## src/sv/opposite_pair_clip_3x3_filter_defines.svh

```systemverilog
// Assertion macros for the opposite-pair clip 3x3 filter.
// Needs clk_i and rst_ni in the scope of use; no other dependencies.
`ifndef OPPOSITE_PAIR_CLIP_3X3_FILTER_DEFINES_SVH
`define OPPOSITE_PAIR_CLIP_3X3_FILTER_DEFINES_SVH

// Same-cycle implication, disabled during reset.
`define OPC3_ASSERT(label, ante, cons, msg) \
  label: assert property (@(posedge clk_i) disable iff (!rst_ni) (ante) |-> (cons)) \
    else $error(msg);

// Next-cycle implication, disabled during reset.
`define OPC3_ASSERT_NEXT(label, ante, cons, msg) \
  label: assert property (@(posedge clk_i) disable iff (!rst_ni) (ante) |=> (cons)) \
    else $error(msg);

`endif

```

## src/sv/opc3_pkg.sv

```systemverilog
// Shared constants of the opposite-pair clip 3x3 filter.
// No dependencies; used by the clip unit and the top level.
`timescale 1ns / 1ps

package opc3_pkg;

  // Row positions inside one column.
  localparam logic [1:0] COL_UPPER  = 2'd0;
  localparam logic [1:0] COL_MIDDLE = 2'd1;
  localparam logic [1:0] COL_LOWER  = 2'd2;

  // Columns of the current row taken so far (saturating).
  localparam int unsigned SeenBits = 2;
  localparam logic [SeenBits-1:0] SEEN_NONE = 2'd0;
  localparam logic [SeenBits-1:0] SEEN_ONE  = 2'd1;
  localparam logic [SeenBits-1:0] SEEN_MANY = 2'd2;

endpackage

```

## src/sv/opc3_stream_if.sv

```systemverilog
// Valid/ready stream interfaces for column requests and result pixels.
// No dependencies.
`timescale 1ns / 1ps

interface opc3_in_if #(
  parameter int unsigned PIXEL_BITS = 8
);
  logic                  valid;
  logic                  ready;
  logic [PIXEL_BITS-1:0] upper_pixel;
  logic [PIXEL_BITS-1:0] middle_pixel;
  logic [PIXEL_BITS-1:0] lower_pixel;
  logic                  row_start;
  logic                  row_end;

  modport source (
    output valid, upper_pixel, middle_pixel, lower_pixel, row_start, row_end,
    input  ready
  );
  modport sink (
    input  valid, upper_pixel, middle_pixel, lower_pixel, row_start, row_end,
    output ready
  );
endinterface

interface opc3_out_if #(
  parameter int unsigned PIXEL_BITS = 8
);
  logic                  valid;
  logic                  ready;
  logic [PIXEL_BITS-1:0] out_pixel;
  logic                  last_of_row;

  modport source (
    output valid, out_pixel, last_of_row,
    input  ready
  );
  modport sink (
    input  valid, out_pixel, last_of_row,
    output ready
  );
endinterface

```

## src/sv/opposite_pair_clip_3x3_filter.sv

```systemverilog
// Opposite-pair clip 3x3 filter, streamed one column of three pixels per request.
// Depends on opc3_pkg, opc3_stream_if, opc3_clip and the assertion macro header.
//
// Sustains one column per clock while the output queue has room: a column is held
// in an input register, then the clip network runs combinationally and up to two
// result pixels enter a four-entry output queue.
// in_i.ready drops only while the input register holds a column and the queue
// cannot take two more results; with the sink taking a pixel every clock the
// input never stalls. Row borders pass through unchanged.
`timescale 1ns / 1ps
`include "opposite_pair_clip_3x3_filter_defines.svh"

module opposite_pair_clip_3x3_filter #(
  parameter int unsigned PIXEL_BITS = 8
) (
  input  logic              clk_i,
  input  logic              rst_ni,
  opc3_in_if.sink           in_i,
  opc3_out_if.source        out_o
);
  import opc3_pkg::*;

  localparam int unsigned FifoDepth = 4;
  localparam int unsigned PtrBits   = $clog2(FifoDepth);
  localparam int unsigned CntBits   = $clog2(FifoDepth + 1);

  // Input register
  logic                         s1_valid_q;
  logic [2:0][PIXEL_BITS-1:0]   s1_col_q;
  logic                         s1_start_q, s1_end_q;

  // Window state
  logic [2:0][PIXEL_BITS-1:0]   left_q, centre_q;
  logic [SeenBits-1:0]          seen_q, seen_d, seen;

  // Output queue
  logic [PIXEL_BITS-1:0]        pix_q  [FifoDepth];
  logic                         last_q [FifoDepth];
  logic [PtrBits-1:0]           wr_q, rd_q, wr_next;
  logic [CntBits-1:0]           cnt_q;

  logic                         in_acc, pop, room, advance;
  logic [1:0]                   n_push;
  logic [PIXEL_BITS-1:0]        push_pix0, push_pix1, clip_pix;
  logic                         push_last0;

  opc3_clip #(
    .PIXEL_BITS (PIXEL_BITS)
  ) u_clip (
    .left_col_i   (left_q),
    .centre_col_i (centre_q),
    .right_col_i  (s1_col_q),
    .pixel_o      (clip_pix)
  );

  assign pop     = out_o.valid & out_o.ready;
  assign room    = pop ? (cnt_q <= CntBits'(FifoDepth - 1))
                       : (cnt_q <= CntBits'(FifoDepth - 2));
  assign advance = s1_valid_q & room;
  assign in_i.ready = !s1_valid_q || room;
  assign in_acc  = in_i.valid & in_i.ready;

  assign seen    = s1_start_q ? SEEN_NONE : seen_q;
  assign wr_next = wr_q + PtrBits'(1);

  always_comb begin
    n_push     = 2'd0;
    push_pix0  = s1_col_q[COL_MIDDLE];
    push_last0 = s1_end_q;
    push_pix1  = s1_col_q[COL_MIDDLE];
    unique case (seen)
      SEEN_NONE: begin
        n_push = 2'd1;
      end
      SEEN_ONE: begin
        n_push = s1_end_q ? 2'd1 : 2'd0;
      end
      default: begin
        push_pix0  = clip_pix;
        push_last0 = 1'b0;
        n_push     = s1_end_q ? 2'd2 : 2'd1;
      end
    endcase
    if (s1_end_q) begin
      seen_d = SEEN_NONE;
    end else if (seen == SEEN_NONE) begin
      seen_d = SEEN_ONE;
    end else begin
      seen_d = SEEN_MANY;
    end
  end

  always_ff @(posedge clk_i or negedge rst_ni) begin
    if (!rst_ni) begin
      s1_valid_q <= 1'b0;
    end else if (in_i.ready) begin
      s1_valid_q <= in_i.valid;
    end
  end

  always_ff @(posedge clk_i) begin
    if (in_acc) begin
      s1_col_q[COL_UPPER]  <= in_i.upper_pixel;
      s1_col_q[COL_MIDDLE] <= in_i.middle_pixel;
      s1_col_q[COL_LOWER]  <= in_i.lower_pixel;
      s1_start_q           <= in_i.row_start;
      s1_end_q             <= in_i.row_end;
    end
  end

  always_ff @(posedge clk_i or negedge rst_ni) begin
    if (!rst_ni) begin
      left_q   <= '0;
      centre_q <= '0;
      seen_q   <= SEEN_NONE;
    end else if (advance) begin
      left_q   <= centre_q;
      centre_q <= s1_col_q;
      seen_q   <= seen_d;
    end
  end

  // Queue storage: first result at wr_q, second at wr_q + 1.
  always_ff @(posedge clk_i) begin
    if (advance && n_push != 2'd0) begin
      pix_q[wr_q]  <= push_pix0;
      last_q[wr_q] <= push_last0;
    end
    if (advance && n_push == 2'd2) begin
      pix_q[wr_next]  <= push_pix1;
      last_q[wr_next] <= 1'b1;
    end
  end

  always_ff @(posedge clk_i or negedge rst_ni) begin
    if (!rst_ni) begin
      wr_q  <= '0;
      rd_q  <= '0;
      cnt_q <= '0;
    end else begin
      if (advance) begin
        wr_q <= wr_q + PtrBits'(n_push);
      end
      if (pop) begin
        rd_q <= rd_q + PtrBits'(1);
      end
      cnt_q <= cnt_q + (advance ? CntBits'(n_push) : CntBits'(0)) - CntBits'(pop);
    end
  end

  assign out_o.valid       = (cnt_q != '0);
  assign out_o.out_pixel   = pix_q[rd_q];
  assign out_o.last_of_row = last_q[rd_q];

  `OPC3_ASSERT(a_cnt_bound, 1'b1, cnt_q <= CntBits'(FifoDepth), "output queue overflow")
  `OPC3_ASSERT(a_stall_held, !in_i.ready, s1_valid_q, "input stalled with empty register")
  `OPC3_ASSERT_NEXT(a_row_restart, advance && s1_end_q, seen_q == SEEN_NONE, "count kept")
  `OPC3_ASSERT_NEXT(a_push_room, advance, cnt_q <= CntBits'(FifoDepth), "pushed without room")

endmodule

```

## src/sv/opc3_clip.sv

```systemverilog
// Opposite-pair clip: bounds from four neighbour pairs, clamp of the centre.
// Depends on opc3_pkg for the row positions inside a column.
`timescale 1ns / 1ps

module opc3_clip #(
  parameter int unsigned PIXEL_BITS = 8
) (
  input  logic [2:0][PIXEL_BITS-1:0] left_col_i,
  input  logic [2:0][PIXEL_BITS-1:0] centre_col_i,
  input  logic [2:0][PIXEL_BITS-1:0] right_col_i,
  output logic [PIXEL_BITS-1:0]      pixel_o
);
  import opc3_pkg::*;

  function automatic logic [PIXEL_BITS-1:0] min_f(
    input logic [PIXEL_BITS-1:0] a, input logic [PIXEL_BITS-1:0] b);
    return (a < b) ? a : b;
  endfunction

  function automatic logic [PIXEL_BITS-1:0] max_f(
    input logic [PIXEL_BITS-1:0] a, input logic [PIXEL_BITS-1:0] b);
    return (a > b) ? a : b;
  endfunction

  logic [3:0][PIXEL_BITS-1:0] pair_a, pair_b, pair_min, pair_max;
  logic [PIXEL_BITS-1:0]      hi, lo, bound_hi, bound_lo;

  // Opposite pairs: two diagonals, vertical, horizontal.
  assign pair_a[0] = left_col_i[COL_UPPER];
  assign pair_b[0] = right_col_i[COL_LOWER];
  assign pair_a[1] = centre_col_i[COL_UPPER];
  assign pair_b[1] = centre_col_i[COL_LOWER];
  assign pair_a[2] = right_col_i[COL_UPPER];
  assign pair_b[2] = left_col_i[COL_LOWER];
  assign pair_a[3] = left_col_i[COL_MIDDLE];
  assign pair_b[3] = right_col_i[COL_MIDDLE];

  for (genvar p = 0; p < 4; p++) begin : g_pair
    assign pair_min[p] = min_f(pair_a[p], pair_b[p]);
    assign pair_max[p] = max_f(pair_a[p], pair_b[p]);
  end

  assign hi = max_f(max_f(pair_min[0], pair_min[1]), max_f(pair_min[2], pair_min[3]));
  assign lo = min_f(min_f(pair_max[0], pair_max[1]), min_f(pair_max[2], pair_max[3]));

  assign bound_hi = (lo > hi) ? lo : hi;
  assign bound_lo = (lo > hi) ? hi : lo;

  assign pixel_o = max_f(min_f(centre_col_i[COL_MIDDLE], bound_hi), bound_lo);

endmodule
```

## src/flat_wrapper.sv

```systemverilog
// flat-port wrapper written by rule: the top's interface ports become plain ports
module opposite_pair_clip_3x3_filter_flat import opc3_pkg::*;
#(
  parameter int unsigned PIXEL_BITS = 8
)
  (clk_i, rst_ni, in_i_valid, in_i_upper_pixel, in_i_middle_pixel, in_i_lower_pixel, in_i_row_start, in_i_row_end, in_i_ready, out_o_valid, out_o_out_pixel, out_o_last_of_row, out_o_ready);
  opc3_in_if #(.PIXEL_BITS(PIXEL_BITS)) in_i_i ();
  opc3_out_if #(.PIXEL_BITS(PIXEL_BITS)) out_o_i ();
  input  logic clk_i;
  input  logic rst_ni;
  input wire logic [$bits(in_i_i.valid)-1:0] in_i_valid;
  input wire logic [$bits(in_i_i.upper_pixel)-1:0] in_i_upper_pixel;
  input wire logic [$bits(in_i_i.middle_pixel)-1:0] in_i_middle_pixel;
  input wire logic [$bits(in_i_i.lower_pixel)-1:0] in_i_lower_pixel;
  input wire logic [$bits(in_i_i.row_start)-1:0] in_i_row_start;
  input wire logic [$bits(in_i_i.row_end)-1:0] in_i_row_end;
  output wire logic [$bits(in_i_i.ready)-1:0] in_i_ready;
  output wire logic [$bits(out_o_i.valid)-1:0] out_o_valid;
  output wire logic [$bits(out_o_i.out_pixel)-1:0] out_o_out_pixel;
  output wire logic [$bits(out_o_i.last_of_row)-1:0] out_o_last_of_row;
  input wire logic [$bits(out_o_i.ready)-1:0] out_o_ready;
  assign in_i_i.valid = in_i_valid;
  assign in_i_i.upper_pixel = in_i_upper_pixel;
  assign in_i_i.middle_pixel = in_i_middle_pixel;
  assign in_i_i.lower_pixel = in_i_lower_pixel;
  assign in_i_i.row_start = in_i_row_start;
  assign in_i_i.row_end = in_i_row_end;
  assign in_i_ready = in_i_i.ready;
  assign out_o_valid = out_o_i.valid;
  assign out_o_out_pixel = out_o_i.out_pixel;
  assign out_o_last_of_row = out_o_i.last_of_row;
  assign out_o_i.ready = out_o_ready;
  opposite_pair_clip_3x3_filter #(.PIXEL_BITS(PIXEL_BITS)) u_core (.clk_i(clk_i), .rst_ni(rst_ni), .in_i(in_i_i), .out_o(out_o_i));
endmodule
```

## config.mk

```make
export PLATFORM = sky130hd
export DESIGN_NAME = opposite_pair_clip_3x3_filter_flat
export DESIGN_NICKNAME = d
export VERILOG_FILES = /design/src/sv/opc3_pkg.sv /design/src/sv/opc3_stream_if.sv /design/src/sv/opposite_pair_clip_3x3_filter.sv /design/src/sv/opc3_clip.sv /design/src/flat_wrapper.sv
export VERILOG_INCLUDE_DIRS = /design/src /design/src/sv
export SDC_FILE = /design/constraint.sdc
export NUM_CORES = 1
export LEC_CHECK = 0
export ABC_AREA = 1
export BUFFER_PORTS_ARGS = -buffer_cell sky130_fd_sc_hd__buf_2
export CAP_MARGIN = 30
export CORE_MARGIN = 1
export CORE_UTILIZATION = 25
export CTS_BUF_LIST = sky130_fd_sc_hd__clkbuf_4 sky130_fd_sc_hd__clkbuf_8
export DETAILED_ROUTE_END_ITERATION = 10
export GPL_TIMING_DRIVEN = 0
export PLACE_DENSITY = 0.43
export SYNTH_ARGS = -nofsm -noshare
export SYNTH_HDL_FRONTEND = slang
export SYNTH_HIERARCHICAL = 1
export SYNTH_SLANG_ARGS = --single-unit
```

## constraint.sdc

```tcl
create_clock -name clk_i -period 14.3 [get_ports clk_i]
set_clock_uncertainty 0.05 [all_clocks]
set_input_delay 0.715 -clock clk_i [delete_from_list [all_inputs] [get_ports clk_i]]
set_output_delay 0.715 -clock clk_i [all_outputs]
set_load 0.05 [all_outputs]
```

=== Yosys cells after proc, flatten, opt, wreduce, memory -nomap -nowiden ===
Memories as Yosys holds them, arrays and structs flattened.
Index checks and enable logic that the tools add are counted.

* Memories kept: 2
* Word-level logic and storage cells: 87
* Memory bits (writable): 36
* Register bits: 84

* Equality and inequality tests: 2
* Add/sub/neg operators: 5
* Reductions and logical operators: 8
* Magnitude comparators: 19
* Bitwise gates (word level): 3
* Multiplexer cells: 32

{| class="wikitable"
|+ Memory list
! memory !! words !! bits a word !! read ports !! clocked after Yosys merged registers in !! wr ports !! line !! RTL
|-
| u_core.pix_q || 4 || 8 || 1 || 0 || 2 || opposite_pair_clip_3x3_filter.sv:37 || <nowiki>logic [PIXEL_BITS-1:0] pix_q [FifoDepth];</nowiki>
|-
| u_core.last_q || 4 || 1 || 1 || 0 || 2 || opposite_pair_clip_3x3_filter.sv:38 || <nowiki>logic last_q [FifoDepth];</nowiki>
|}

{| class="wikitable"
|+ Operators with widths
! operator !! count
|-
| 2-to-1 mux 8 bit || 19
|-
| > comparator 8 bit || 9
|-
| less-than comparator 8 bit || 8
|-
| 2-to-1 mux 2 bit || 5
|-
| 2-to-1 mux 1 bit || 7
|-
| less-or-equal comparator 3 x 2 -> 1 bit, second input constant || 2
|-
| adder 2 x 1 -> 2 bit, second input constant || 2
|-
| one-hot mux 2 bit (2 select lines) || 1
|-
| adder 3 bit || 1
|-
| bitwise AND 1 bit || 3
|-
| nonzero test 3 bit || 1
|-
| subtractor 3 x 1 -> 3 bit || 1
|-
| adder 2 bit || 1
|-
| == test 2 x 1 -> 1 bit, second input constant || 1
|-
| == test 2 bit, second input constant || 1
|-
| logical AND 1 bit || 2
|-
| zero test 2 bit || 1
|-
| nonzero test 2 bit || 1
|-
| OR reduction 2 bit || 1
|-
| zero test 1 bit || 1
|-
| logical OR 1 bit || 1
|}

=== Depth between registers and ports, before layout ===
* Depth in word-level cells: 13
* Mapped depth: 71
* Mapped depth without buffers: 68

=== Cells and area by module ===
Netlist, hierarchy kept.

{| class="wikitable"
|+ By module, submodules not included
! module !! area an instance (um^2) !! sequential area each (um^2) !! cells each !! times used
|-
| opposite_pair_clip_3x3_filter || 5108.6 || 3273.1 || 491 || 1
|-
| opc3_clip || 4365.4 || 0.0 || 784 || 1
|}

=== Worst setup path after synthesis ===
Ideal clock, no wire load.

* Path kind: register to register
* Start point: reg u_core/s1_col_q[23] in the netlist's numbering
* End point: mem u_core.pix_q[1][6], data pin
* Arrival: 8.398 ns
* Library setup time: 0.258 ns
* Data required time: 13.992 ns
* Period minus slack after synthesis: 8.706 ns
* Cell stages (with the launch flop): 51
* Buffers on the path: 4
* Setup slack: 5.594 ns
* Path through: edfxtp_1 > inv_1 > ha_1 > a21oi_1 > o21a_1 > nand2_4 > nand2_2 > clkbuf_1 > o21ai_0 > ha_1 > a21oi_1 > nor2_1 > a211oi_1 > nand2_2 > inv_1 > clkbuf_1 > o21ai_0 > ha_1 > (+15 left out) > ha_1 > a21oi_1 > nor2_1 > a211oi_2 > nand3_1 > and2_1 > ha_1 > nand2_1 > o21ai_0 > nand2_1 > a32oi_1 > buf_2 > or2_1 > nand2_1 > nand2_1 > o21ai_0 > nand2_1 > o21ai_2

{| class="wikitable"
|+ RTL lines
! element !! line !! RTL
|-
| start: declaration || opposite_pair_clip_3x3_filter.sv:29 || <nowiki>logic [2:0][PIXEL_BITS-1:0] s1_col_q;</nowiki>
|-
| start signal: indexed assignment || opposite_pair_clip_3x3_filter.sv:103 || <nowiki>s1_col_q[COL_UPPER] <= in_i.upper_pixel;</nowiki>
|-
| start signal: indexed assignment || opposite_pair_clip_3x3_filter.sv:104 || <nowiki>s1_col_q[COL_MIDDLE] <= in_i.middle_pixel;</nowiki>
|-
| start signal: indexed assignment || opposite_pair_clip_3x3_filter.sv:105 || <nowiki>s1_col_q[COL_LOWER] <= in_i.lower_pixel;</nowiki>
|-
| end: declaration || opposite_pair_clip_3x3_filter.sv:37 ||
|}

==> results.tsv <==
stage	metric	value	unit
status	status	complete, no violations	
clock_network	hold_buffers	0	
logic_synthesis	synth-edff-count	58	
floorplan	core_area	37000	µm²
flow_run	drv_cap	0	
logic_synthesis	synth-seq-cells	120	
worst_setup_path	crit_family	compound AO/OA/AOI/OAI gates	
placement	place_congestion	0.817	
routing	met2_length	12.1	mm
clock_network	clock_sinks	120	
placement	hpwl	23.1	mm
layout	drive_above_1_share	14.1	%
routing	maxUsedRoutingLayer	met4	
routing	totalWireLength	27.7	mm
timing	drv_slew	0	
routing	viasPerCell	4.49	
worst_setup_path	cp.arrival	11.04	ns
floorplan	io_pins	41	
routing	final_antenna_net_count	0	
worst_setup_path	reg2regPathDepth	52	
clock_network	post_cts.repair.setup_buffers	0	
logic_synthesis	synth_warnings	6	
floorplan	dieArea	38700	µm²
routing	drtIter0Drc	525	
floorplan	start_util	25.6	%
clock_network	htree_levels	4	
logic_synthesis	synth_top_area_cell	edfxtp_1	
clock_network	worst_skew_pair.late_latency	0.45	ns
routing	via_count	8322	
global_routing	grt_max_degree	59	
worst_setup_path	critPathRequiredTime	14.45	ns
timing	fmax	91.8	MHz
clock_network	clk_pin_slew	0.08	ns
logic_synthesis	syn_nets	1400	
global_routing	grt_pass1_vias	7886	
logic_synthesis	syn_inst	1275	
worst_setup_path	crit_buf_inv	8	
timing	worst_pin_slew	0.771	ns
routing	post_drt_wl_per_cell	15.0	µm
global_routing	grt_usage	14.8	%
logic_synthesis	syn_area_per_cell	7.43	µm²
worst_setup_path	cpPeakStageDelay	0.61	ns
timing	hold_viol	0	
global_routing	grt_pass1_wl	43.5	mm
worst_setup_path	path_class	register to register	
worst_setup_path	r2r_start	u_core/s1_col_q[23]$_DFFE_PP_	
floorplan	die_w	197	µm
layout	final_nets	1461	
timing	tns	0	ns
timing	setup_viol	0	
logic_synthesis	synth-main-ff-cell	edfxtp_1	
worst_setup_path	cp-end-kind	register	
timing	relSlewSlack	48.5	%
worst_setup_path	slowest_stage	a211oi_2	
logic_synthesis	yosysMostFrequentCell	nand2_1	
routing	drt-pass1-iter-count	5	
clock_network	cts_tree	built	
logic_synthesis	ys_types	48	
logic_synthesis	yosysTopAreaCellShare	18.4	%
worst_setup_path	crit_fanout	10	
worst_setup_path	path_common_cell	nand2_1	
timing	hold_ws	0.191	ns
timing	fin_crit	10.89	ns
worst_setup_path	start_kind	register	
clock_network	clockRootBuffer	clkbuf_8	
placement	place.port_buffers	40	
global_routing	globalRouteOverflowTotal	0	
clock_network	cts_resized	0	
timing	rsz0062_at_grt	no	
layout	postLayoutCoreUtil	29.1	%
layout	diodes	0	
logic_synthesis	async_flop_share	48.3	%
logic_synthesis	synth.area.top_cells	edfxtp_1, nand2_1, dfrtp_1	
routing	wl_met1	14.6	mm
clock_network	clock_path_buffers	2	
layout	area_growth	13.4	%
floorplan	fp-row-count	70	
global_routing	antenna_found_initial	0	
clock_network	cts_buffers	17	
floorplan	die-height	197	µm
logic_synthesis	synth_common_cells	nand2_1, o21ai_0, inv_1	
logic_synthesis	synth.cell_area	9470	µm²
worst_setup_path	rrSetupSlack	3.41	ns
routing	wl_met3	671	µm
routing	drc	0	
worst_hold_path	hp-class	input port to asynchronous set/reset pin	
worst_setup_path	rr_endpoint	u_core/pix_q[1][0]$_DFFE_PP_	
logic_synthesis	yosysSeqAreaShare	34.5	%
timing	min_period_over_period	76.2	%
## layer usage
layer,track usage [%],vias up
li1,-,4340
met1,21.4,3846
met2,23.2,115
met3,2.04,21
met4,3.24,0
met5,0,-
## layout by cell type, fill, tap and decap left out, types with 5 or more instances in the layout
cell      Yosys  layout
nand2_1     410     410
o21ai_0     158     158
inv_1       136     136
ha_1         94      94
nand3_1      67      67
dfrtp_1      58      58
edfxtp_1     58      58
nor2_1       51      51
buf_2         9      48
nand2_2      37      37
a21oi_1      30      29
o21ai_2      24      24
clkbuf_1     22      22
clkbuf_8      0      17
nand2_4      12      12
o22ai_1       9       9
nand4_1       9       9
o21ai_1       8       8
a211oi_1      7       7
and2_1        7       7
buf_6         6       6
clkinv_4      0       5
inv_2         5       5
nor2_2        5       5
o21bai_1      5       5
## through the flow
step	worst slack, ns	instances	area (µm²)
2_1_floorplan	5.59	1275	9470
3_3_place_gp	3.46	1819	10300
3_5_place_dp	3.37	1821	10400
4_1_cts	3.34	1853	10700
5_1_grt	2.25	1853	10700
6_report	3.41	1853	10700
## worst max path at each step
stage	endpoint	cells after the start	startpoint	slack, ns
2_1_floorplan	u_core/pix_q[1][6]$_DFFE_PP_	50	u_core/s1_col_q[23]$_DFFE_PP_	5.59
3_3_place_gp	u_core/pix_q[2][0]$_DFFE_PP_	52	u_core/s1_col_q[23]$_DFFE_PP_	3.46
3_5_place_dp	u_core/pix_q[1][0]$_DFFE_PP_	52	u_core/s1_col_q[23]$_DFFE_PP_	3.37
4_1_cts	u_core/pix_q[1][0]$_DFFE_PP_	52	u_core/s1_col_q[23]$_DFFE_PP_	3.34
5_1_grt	u_core/pix_q[3][0]$_DFFE_PP_	53	u_core/s1_col_q[23]$_DFFE_PP_	2.25
6_report	u_core/pix_q[1][0]$_DFFE_PP_	52	u_core/s1_col_q[23]$_DFFE_PP_	3.41
## sequential cells by signal (all words and copies together) (netlist names)
register / count
u_core/pix_q: 32
u_core/cnt_q: 3
u_core/left_q: 24
u_core/rd_q: 2
u_core/last_q: 4
u_core/s1_valid_q: 1
u_core/s1_end_q: 1
u_core/wr_q: 2
u_core/s1_col_q: 16
u_core/s1_start_q: 1
u_core/centre_q: 24
u_core/push_pix1: 8
u_core/seen_q: 2
## cell type report
| class | instances | area, µm² |
|---|---|---|
| fillers | 4097 | 26200 |
| flip-flops and latches | 120 | 3270 |
| repair buffers | 42 | 258 |
| clock inverters | 14 | 126 |
| clock buffers | 18 | 241 |
| multi-input cells | 973 | 5470 |
| well taps | 504 | 631 |
| inverters | 143 | 542 |
| plain buffers | 39 | 203 |
## cell families (layout without fill, tap and decap cells)
family | after synthesis | in the layout | synth area share [%]
fa+ha+maj | 95 | 95 | 12.6
xor+xnor | 4 | 4 | 0.370
compound gates | 254 | 254 | 15.2
flops | 120 | 120 | 34.5
simple gates | 620 | 620 | 29.4
buf+inv | 182 | 256 | 7.86
Power is not shown: default switching activity piles up to over one toggle a cycle in this logic, so the estimate is an artifact.
